===== src/hdl/mea_ram.sv =====
// mesh edge adjacency: generic single write, single read ram, registered read
// no dependencies
`default_nettype none
module mea_ram #(
  parameter int WIDTH = 8,
  parameter int DEPTH = 256,
  localparam int AW = (DEPTH > 1) ? $clog2(DEPTH) : 1
) (
  input  wire logic             clk,
  input  wire logic             we,
  input  wire logic [AW-1:0]    waddr,
  input  wire logic [WIDTH-1:0] wdata,
  input  wire logic [AW-1:0]    raddr,
  output logic      [WIDTH-1:0] rdata
);

  logic [WIDTH-1:0] mem [DEPTH];

  // write and registered read
  always_ff @(posedge clk) begin
    if (we) begin
      mem[waddr] <= wdata;
    end
    rdata <= mem[raddr];
  end

endmodule
`default_nettype wire


===== config.mk =====
export PLATFORM = sky130hd
export DESIGN_NAME = mea_ram
export DESIGN_NICKNAME = d
export VERILOG_FILES = /design/src/hdl/mea_ram.sv
export SDC_FILE = /design/constraint.sdc
export NUM_CORES = 2
export LEC_CHECK = 0
export ABC_CLOCK_PERIOD_IN_PS = 4400
export BUFFER_PORTS_ARGS = -buffer_cell sky130_fd_sc_hd__clkbuf_2
export CAP_MARGIN = 20
export CORE_AREA = 2 2 402 404
export CTS_CLUSTER_DIAMETER = 80
export DETAILED_ROUTE_END_ITERATION = 10
export DIE_AREA = 0 0 404 406
export GPL_TIMING_DRIVEN = 0
export PLACE_DENSITY = 0.7
export RECOVER_POWER = 25
export SYNTH_ARGS = -nofsm -noshare
export SYNTH_HDL_FRONTEND = slang
export SYNTH_SLANG_ARGS = --single-unit

===== constraint.sdc =====
create_clock -name clk -period 4.4 [get_ports clk]
set_input_delay 0.88 -clock clk [delete_from_list [all_inputs] [get_ports clk]]
set_output_delay 0.88 -clock clk [all_outputs]
set_load 0.05 [all_outputs]

**Word level (Yosys, flattened, before mapping)**

Memories as Yosys holds them, arrays and structs flattened. A register that Yosys moved wholly into a read port is not among the register bits.
Index checks and enable logic that the tools add are counted.

- Bits in registers: 0
- RAM bits: 2,048
- Input bits: 26
- Output and inout port bits: 8
- Memories kept: 1

- Muxes and demuxes: 2

Memories:

| memory | words | bits a word | rd ports | clocked after Yosys merged registers in | write ports | RTL line | text |
|---|---|---|---|---|---|---|---|
| mem | 256 | 8 | 1 | 1 | 1 | 17 | `logic [WIDTH-1:0] mem [DEPTH];` |

Operators by type and width:

| operator | number |
|---|---|
| 1-bit 2-to-1 mux | 2 |

**Logic depth before layout (Yosys ltp)**

- Word-level depth: 2
- Mapped depth: 11
- Mapped depth without buffers: 6

**Worst setup path after synthesis**

OpenSTA, ideal clock, no wires.

- Path kind: input to register
- From: input raddr[0]
- To: register rdata[2], read port of mem
- Setup time: 131 ps
- Data arrival time: 2,687 ps
- Required time: 4,269 ps
- Setup slack: 1,582 ps
- Stages: 9
- Path through: buf_6 buf_12 buf_8 buf_2 mux4_2 a22oi_1 a21oi_1 nor4_1 nor4_2

RTL lines:

| item | RTL line | text |
|---|---|---|
| start, declared | 13 | `input wire logic [AW-1:0] raddr,` |
| end, declared | 14 | `output logic [WIDTH-1:0] rdata` |

==> results.md <==
* CTS clk-pin slew, worst paths at around 0.070 ns
* Initial antenna violation count at 21
* Core utilization of the finished layout at 55.9%
* Max cap viols at 11
* Final setup viols at 1
* Detail Route Antenna Nets at 0
* Final Critical Period at ~4.4 ns
* CP bufs+invs at 4
* Crit-path cells: clkbuf_2 -> clkbuf_1 -> or2_2 -> buf_1 -> clkbuf_1 -> a21oi_1 -> nor4_1 -> nor4_2
* # IOs at 34
* Slew @ Worst Pin at approximately 3.8 ns
* Pleak at approximately 28 nW
* PortBufs at 26
* Start point of the worst hold path: waddr[4]
* Reg2Reg Setup Slack at approximately 1.1 ns
* WS Path Type: in2reg
* Pin count of the biggest net entering global routing at 157
* P&R area growth vs syn at 12.3%
* Final Instance Area at just under 90000 um2
* Core Area at between 150000 and 200000 um2
* Vias in the first global route at 40551
* HP Class: in2reg
* Post-CTS Setup Bufs at 0
* Most Frequent Cell on Critical Path: clkbuf_1
* Dpl ws at -0.987 ns
* Site Rows at about 150
* Layout cells sized above 1 at about 22%
* First-pass iteration count of the detailed router at 6
* Mapped Area at approximately 80000 um2
* DIE AREA at ~160000 um2
* Run status: complete, but fails checks
* Post-Layout Cell Count at 6268
* Die height at about 410 um
* Final period utilization at 100%
* Total wire length at 235 mm
* Root Buffer: clkbuf_16
* GPL Wtd Cong at 0.998
* CTS buffer count at 200
* RSZ-0062 raised after global routing: false
* Fmax at 0.227 GHz
* Setup ws final at -0.00313 ns
* YS warnings at 0
* Vias per cell at around 6.7
* Final net count at 4026
* Worst r2r dst: rdata[3]
* Hold WS at 0.921 ns
* CP endpoint kind: flop
* First-pass GRT wire length at approximately 320 mm
* Post-synth EDFFs at 2048
* 1st-iter DRT viols at around 7400
* Synth unique cells at 55
* Seq/Total Area, Yosys at 77.5%
* Mapped Nets at 3759
* Synth async-reset ratio at 0%
* CTS tree: built
* Worst EP arrival at between 5 and 6 ns
* Initial Utilization at 49.8%
* Element type at the critical path start: input pin
* Hold depth at 4
* Hold Vio Cnt, Final at 0
* Sink Count at a little over 2000
* Dpl cell area at 82900 um2
* VDD IR max at roughly 0.43 mV
* Gr ovfl total at 0
* Final Skew at ~0.038 ns
* Skew-Pair Late Insertion Delay at approximately 0.9 ns
* Hold EP: mem[98][3]
* Post-DP HPWL at 156 mm
* Failing checks: max-capacitance violations, max-slew violations, negative setup slack
* Clock buffer depth at 3
* WL per Instance at about 37 um
* Setup TNS at -0.00313 ns
* Htree depth at 4
* Residual DRC count at 0
* Worst-path fanout max at 11
* Critical Path RT at roughly 5.1 ns
* FF+latch count, synth at just over 2000
* Cells after Synth at between 3000 and 4000
* Power Dens Cells at 458 nW/um2
* FF-to-FF Start: mem[211][3]
* GRT Overall Usage at between 20% and 30%
* Max-slew violations at approximately 1400
* Slew headroom at -152%
* Commonest non-fill, non-tap cell in the layout: edfxtp_1
* CP max stage delay at 1.00 ns
* Vias at around 42000
* CP max-delay cell: nor4_1
* Synth Area per Inst at around 21 um2
* Most used DFF post-synth: edfxtp_1
* Commonest cells after routing, fill and taps aside: edfxtp_1 (2048), mux4_2 (454), nor2_1 (281), clkbuf_16 (201), clkbuf_1 (138)
* Inst Count DP at 5878
* Die width at about 400 um
* CP top delay family: buffers and inverters
* Overall Power at approximately 41 mW
* Reg2Reg Depth at 6
-- worst max-delay path by stage --
stage                          end  cells past startpoint  startpoint  slack, ns
final                     rdata[2]                      8    raddr[3]     -0.003
after global routing      rdata[3]                      9    raddr[2]       0.09
after CTS                 rdata[4]                      9    raddr[2]       0.04
after detailed placement  rdata[4]                      9    raddr[2]      -0.99
after global placement    rdata[1]                      9    raddr[1]      -1.53
after floorplan           rdata[2]                      9    raddr[0]       1.58
-- metal layers --
layer | share of wire (%) | GRT usage (%)
met2 | 45 | 41.9
met5 | 0.058 | 0
met4 | 5.6 | 14.5
met3 | 14 | 10.1
met1 | 36 | 38.5
-- cell type report --
cell class / count / area [um2]
antenna: 9 / 22.5
buffer: 233 / 1470
clock buffer: 247 / 5210
clock inverter: 128 / 1220
fill: 11658 / 70300
inverter: 2 / 7.51
multi-input combinational: 1442 / 16500
sequential: 2056 / 61700
tap: 2086 / 2610
timing repair buffer: 65 / 652
-- synth_stat cells (22+ instances only) --
master	count	share of area (%)
nand2_1	33	0.16
mux4_2	454	13
buf_4	27	0.25
nor4_1	24	0.19
clkbuf_1	111	0.52
a22oi_1	133	1.3
a21oi_1	96	0.60
nor2b_1	31	0.24
edfxtp_1	2048	77
nand3_1	34	0.21
nor2_1	282	1.3
buf_2	31	0.20
o22ai_1	28	0.22
buf_1	22	0.10
o221ai_1	46	0.51
nor3_1	22	0.14
mux2i_1	134	1.7
-- state kept, by name, summed over array words and instances (netlist names) --
name	cells
mem	2048
rdata	8
-- worst register-to-register path: stages, from the launching register on --
cell and delay (ns):
edfxtp_1 0.37, mux4_2 0.49, a22o_1 0.30, a221oi_1 1.10, o32ai_1 0.37, nor3_1 0.37, nor4_1 0.19
-- power breakdown --
group          switching [mW]  total [mW]  internal [mW]
Combinational            1.67        2.37          0.704
Sequential             0.0137        21.6           21.6
Clock                    7.54        16.9           9.36
Total                    9.23        40.9           31.7
-- cell families (layout without fill, tap and decap cells) --
| logic type | Yosys count | after routing | share of synthesized area (%) |
|---|---|---|---|
| AND/OR/NAND/NOR | 466 | 466 | 2.63 |
| multiplexers | 591 | 591 | 14.6 |
| flip-flops | 2056 | 2056 | 77.5 |
| buffers and inverters | 235 | 675 | 1.83 |
| other | 0 | 9 | 0 |
| AO/OA/AOI/OAI | 385 | 385 | 3.42 |
-- repair_timing --
item	in CTS	in global routing
hold buffers	0	0
hold endpoints to repair	0	0
gates resized for setup	2	1
setup endpoints to repair	2	6
pin swaps	0	0
(Power assumes the default switching activity.)
