<file path="config.mk">
export PLATFORM = sky130hd
export DESIGN_NAME = mea_edge_match
export DESIGN_NICKNAME = d
export VERILOG_FILES = /design/src/hdl/mea_edge_match.sv
export SDC_FILE = /design/constraint.sdc
export NUM_CORES = 1
export LEC_CHECK = 0
export ABC_AREA = 0
export BUFFER_PORTS_ARGS = -buffer_cell sky130_fd_sc_hd__buf_2
export CAP_MARGIN = 15
export CORE_MARGIN = 2
export CORE_UTILIZATION = 47
export DETAILED_ROUTE_END_ITERATION = 8
export PLACE_DENSITY = 0.88
export SLEW_MARGIN = 0
export SYNTH_ARGS = -nofsm -noshare
export SYNTH_HDL_FRONTEND = slang
export SYNTH_SLANG_ARGS = --single-unit
</file>
<file path="constraint.sdc">
create_clock -name vclk -period 1.93
set_clock_uncertainty 0.15 [all_clocks]
set_input_delay 0 -clock vclk [all_inputs]
set_output_delay 0 -clock vclk [all_outputs]
set_load 0.005 [all_outputs]
</file>
<file path="src/hdl/mea_edge_match.sv">
// mesh edge adjacency: compares one stored edge against every edge of the
// element being closed, one lane per edge; no package dependency
`default_nettype none
module mea_edge_match #(
  parameter int MAX_EDGES = 8,
  parameter int VB = 16,
  localparam int SW = $clog2(MAX_EDGES),
  localparam int CW = $clog2(MAX_EDGES + 1)
) (
  input  wire logic [VB-1:0]        lanes [MAX_EDGES],
  input  wire logic [CW-1:0]        nk,
  input  wire logic [VB-1:0]        a,
  input  wire logic [VB-1:0]        b,
  output logic      [MAX_EDGES-1:0] hit,
  output logic                      any,
  output logic      [SW-1:0]        last
);

  // one lane per edge of the new element: (c,d) against (a,b) reversed
  for (genvar t = 0; t < MAX_EDGES; t++) begin : g_lane
    localparam int NXT = (t + 1) % MAX_EDGES;
    logic [VB-1:0] d;
    assign d = (CW'(t + 1) < nk) ? lanes[NXT] : lanes[0];
    assign hit[t] = (CW'(t) < nk) && (a == d) && (b == lanes[t]);
  end

  // highest matching lane wins
  always_comb begin
    last = '0;
    for (int t = 0; t < MAX_EDGES; t++) begin
      if (hit[t]) begin
        last = SW'(t);
      end
    end
  end

  assign any = |hit;

endmodule
`default_nettype wire

</file>
==> results of run 1 <==
synthesized netlist by cell type, types with 10 or more instances:
cell,instances,share of area [%]
nand3_1,15,1.7
mux2i_1,48,11
nand2_1,16,1.4
xor2_1,151,31
nand4_1,22,3.2
o21ai_0,10,1.2
nor3_1,13,1.5
nor2b_1,11,1.6
nor2_1,18,1.6
buf_2,15,1.7
nor4_1,34,4.9
clkbuf_1,26,2.3
inv_1,14,1.2
a21oi_1,11,1.3
xnor2_1,74,15
metrics by stage:
stage,TNS (ns),cell area [um2],hold WS [ns],utilization [%],setup WS (ns)
floorplan,-0.2569,4402,0.1205,-,-0.1618
global placement,-3.740,6654,0.5546,75.56,-0.5252
detailed placement,-5.344,6654,0.5611,75.56,-0.7377
CTS,-3.005,7468,0.5455,84.81,-0.4323
timing repair:
item | CTS
setup buffers | 30
cloned | 1
setup endpoints to repair | 12
hold buffers | 0
pin swaps | 48
resized for setup | 138
layer usage:
metal  GRT usage [%]  GRT overflow
met1           80.31             0
met2           99.58            90
met3           63.30             7
met4           89.15            71
met5           27.18             1
kinds of logic after synthesis:
family                 count (synthesis)
AO/OA/AOI/OAI                         76
XOR/XNOR                             225
buffers and inverters                 70
multiplexers                          48
AND/OR/NAND/NOR                      161
==> summary.md, run 1 <==
| Metric | Value |
|---|---|
| Largest net degree at the start of global routing | 11 |
| Adder-cell area share of the yosys netlist | 0% |
| Mux cell area share after synthesis | 11.12% |
| Post-Place Cells | 1,006 |
| Mean Syn Cell Area | 7.451 um2 |
| Status | stopped before the end |
| Cell Area, Synth | 0.004322 mm2 |
| PortBufs | 176 |
| Post-Syn Nets | 744 |
| Synthesized instance count | 580 |
| GRT Total Usage | 81.86% |
| Err | [ERROR GRT-0232] Routing congestion too high. Check the congestion heatmap in the GUI. |
| Simple-Gate Fraction of Synth Area | 21.89% |
| Xor/xnor cell area share of the yosys netlist | 45.60% |
| Grt total ovfl | 169 |
| Yosys warns | 0 |
| Post-synth cell types | 65 |
| Routability cong. | between 1 and 1.5 |
| Largest family of logic cells by synthesized area | XOR/XNOR gates |
| Cell row count | 34 |
| Failed at | 5_1_grt |
| Initial Utilization | 49.08% |
| Worst Endpoint after GRT Repair | last[1] |
| DIE WIDTH | between 90 and 100 um |
| Compound-Gate Fraction of Synth Area | 13.49% |
| Die Y | 99.89 um |
| Sequential-to-total area share from yosys stat | 0% |
| Number of top-level pins | 176 |
| Dpl hpwl | 20,400 um |
| Worst ep type | top-level output |
==> run 2: changes to the inputs <==
--- a/config.mk
+++ b/config.mk
@@ -9,9 +9,9 @@
 export BUFFER_PORTS_ARGS = -buffer_cell sky130_fd_sc_hd__buf_2
 export CAP_MARGIN = 15
 export CORE_MARGIN = 2
-export CORE_UTILIZATION = 47
+export CORE_UTILIZATION = 40
 export DETAILED_ROUTE_END_ITERATION = 8
-export PLACE_DENSITY = 0.88
+export PLACE_DENSITY_LB_ADDON = 0.15
 export SLEW_MARGIN = 0
 export SYNTH_ARGS = -nofsm -noshare
 export SYNTH_HDL_FRONTEND = slang
==> constraint.sdc (replaced) <==
create_clock -name vclk -period 2.5
set_clock_uncertainty 0.15 [all_clocks]
set_input_delay 0 -clock vclk [all_inputs]
set_output_delay 0 -clock vclk [all_outputs]
set_load 0.005 [all_outputs]
==> summary.md, run 2 <==
| Metric | Value |
|---|---|
| Status | completed |
| Area delta synth->final | 36.94% |
| Cell row count | 37 |
| CP arrival | 2.33 ns |
| Top sig layer | met4 |
| Post-Syn Nets | 744 |
| Routability cong. | approximately 1.1 |
| Most frequent cell after synthesis | xor2_1 |
| Commonest cells after routing, fill and taps aside | 169 x buf_2, 148 x xor2_1, 74 x xnor2_1 |
| Reg area | 0 um2 |
| Routed vias | approximately 5,400 |
| Grt total ovfl | 0 |
| Crit start category | input pin |
| Vias in the first global route | 5,241 |
| Final Instance Area | a little under 0.006 mm2 |
| 1st-pass router iterations | 5 |
| Cell Area, Synth | 0.004322 mm2 |
| Synth top cells by count | 151 x xor2_1, 74 x xnor2_1, 48 x mux2i_1, 34 x nor4_1, 26 x clkbuf_1 |
| Fin. max-slew vios | 0 |
| Max VDD drop | 93.66 uV |
| Max frequency | approximately 400 MHz |
| GRT Total Usage | between 30% and 40% |
| DIE WIDTH | roughly 110 um |
| Final Cycle Share | 99.32% |
| Worst setup EP type | primary output |
| Initial antenna violation count | 0 |
| Number of top-level pins | 176 |
| Mean Syn Cell Area | 7.451 um2 |
| Layout sequential cell count | 0 |
| Final Hold Viols | 0 |
| Tot Pwr | roughly 1.2 mW |
| # diodes | 0 |
| Tmin final | 2.483 ns |
| Max Cap Viol | 0 |
| Top cells by area, synth | xor2_1 31%, xnor2_1 15%, mux2i_1 11% |
| Initial DRC Count | 490 |
| Total core area | between 0.01 and 0.015 mm2 |
| Leakage | 2.631 nW |
| Drt total wl | around 22,000 um |
| Die area | 0.01165 mm2 |
| First-pass GRT wire length | about 32,000 um |
| Maximum fanout along the worst path | 6 |
| Crit path required time | approximately 2.4 ns |
| Relative slew slack | approximately 57% |
| DRC violation count after routing | 0 |
| Most common cell after layout, fill and taps aside | buf_2 |
| Routed met1 length | 9184 um |
| Hold WC Path Type | in2out |
| Clock Buffer Count | 0 |
| CTS Hold Buffers Added | 0 |
| Setup Crit Path Kind | in2out |
| Slew @ Worst Pin | 0.6461 ns |
| Area after DPL | 0.005673 mm2 |
| Met3 Wirelength | 2318 um |
| Die Y | 107.9 um |
| PortBufs | 176 |
| Layout cell share with drive strength beyond 1 | between 30% and 40% |
| Routed len/inst | around 24 um |
| Top cell type's share of synthesized area | 30.60% |
| Antenna viol nets, final | 0 |
| Final nets | about 950 |
| Final setup violation count | 0 |
| PwrDens | between 150 and 200 mW/mm2 |
| Yosys warns | 0 |
| Initial Utilization | 41.49% |
| Filler cells | 1,031 |
| Largest net degree at the start of global routing | 20 |
| Vias per cell | 5.871 |
| Synthesized instance count | 580 |
| Dpl hpwl | approximately 19,000 um |
| Post-synth cell types | 65 |
| Sequential-to-total area share from yosys stat | 0% |
| Routed met2 length | just over 10,000 um |
| Yosys top cell by area | xor2_1 |
| RSZ-0062 raised after global routing | yes |
[run 2: cell counts after synthesis]
Identical to the previous run, type by type.
[run 2: cell type report]
| class | count | area, um2 | share of cell area, % |
|---|---|---|---|
| Multi-Input combinational cell | 510 | 4106 | 69.39 |
| Tap cell | 136 | 170.2 | 2.875 |
| Timing Repair Buffer | 254 | 1578 | 26.66 |
| Inverter | 17 | 63.81 | 1.078 |
[run 2: timing repair]
item,in CTS,in global routing
pin swaps,1,15
gates cloned,0,1
gates resized for setup,4,39
endpoints found under the setup margin,2,4
buffers inserted,0,9
[run 2: metal layers]
metal | track usage (%) | up-vias
met5 | 0 | -
met4 | 11.90 | 0
met3 | 5.425 | 56
met2 | 61.41 | 371
met1 | 50.42 | 2502
li1 | - | 2455
[run 2: cell families after synthesis]
| family | synth area share (%) |
|---|---|
| AND/OR/NAND/NOR | 21.89 |
| multiplexers | 11.12 |
| XOR/XNOR | 45.60 |
| AO/OA/AOI/OAI | 13.49 |
| buffers and inverters | 7.903 |
[run 2: stage by stage]
step           worst slack, ns  setup TNS, ns  instances  hold slack, ns  util [%]
2_1_floorplan           0.3597              0        580          0.1188         -
3_3_place_gp           -0.1068        -0.1270        907          0.4227     54.46
3_5_place_dp          -0.05694        -0.1076        907          0.4241     54.46
4_1_cts                0.01002              0        907          0.4246     54.56
5_1_grt               -0.07383        -0.1972        917          0.4765     56.82
6_report               0.01696              0        917          0.4129     56.82
[run 2: power breakdown]
group | switching (mW) | internal [mW] | leakage, nW
clock network | 0 | 0 | 0
logic | 0.657 | 0.500 | 2.63
registers | 0 | 0 | 0
[run 2: worst paths after layout]
path	from	end	slack, ns	cells after the start
max	nk[0]	last[1]	0.02	9
min	lanes[75]	hit[2]	0.41	6
[run 2: critical path, stage by stage]
cell and delay (ns):
buf_2 0.20, o21a_2 0.23, nor2_1 0.07, or4_1 0.53, a222oi_1 0.47, and4_4 0.33, nor2_1 0.06, o311ai_1 0.27
buf_2 0.17
No activity file was read; power rests on OpenSTA's default activity.
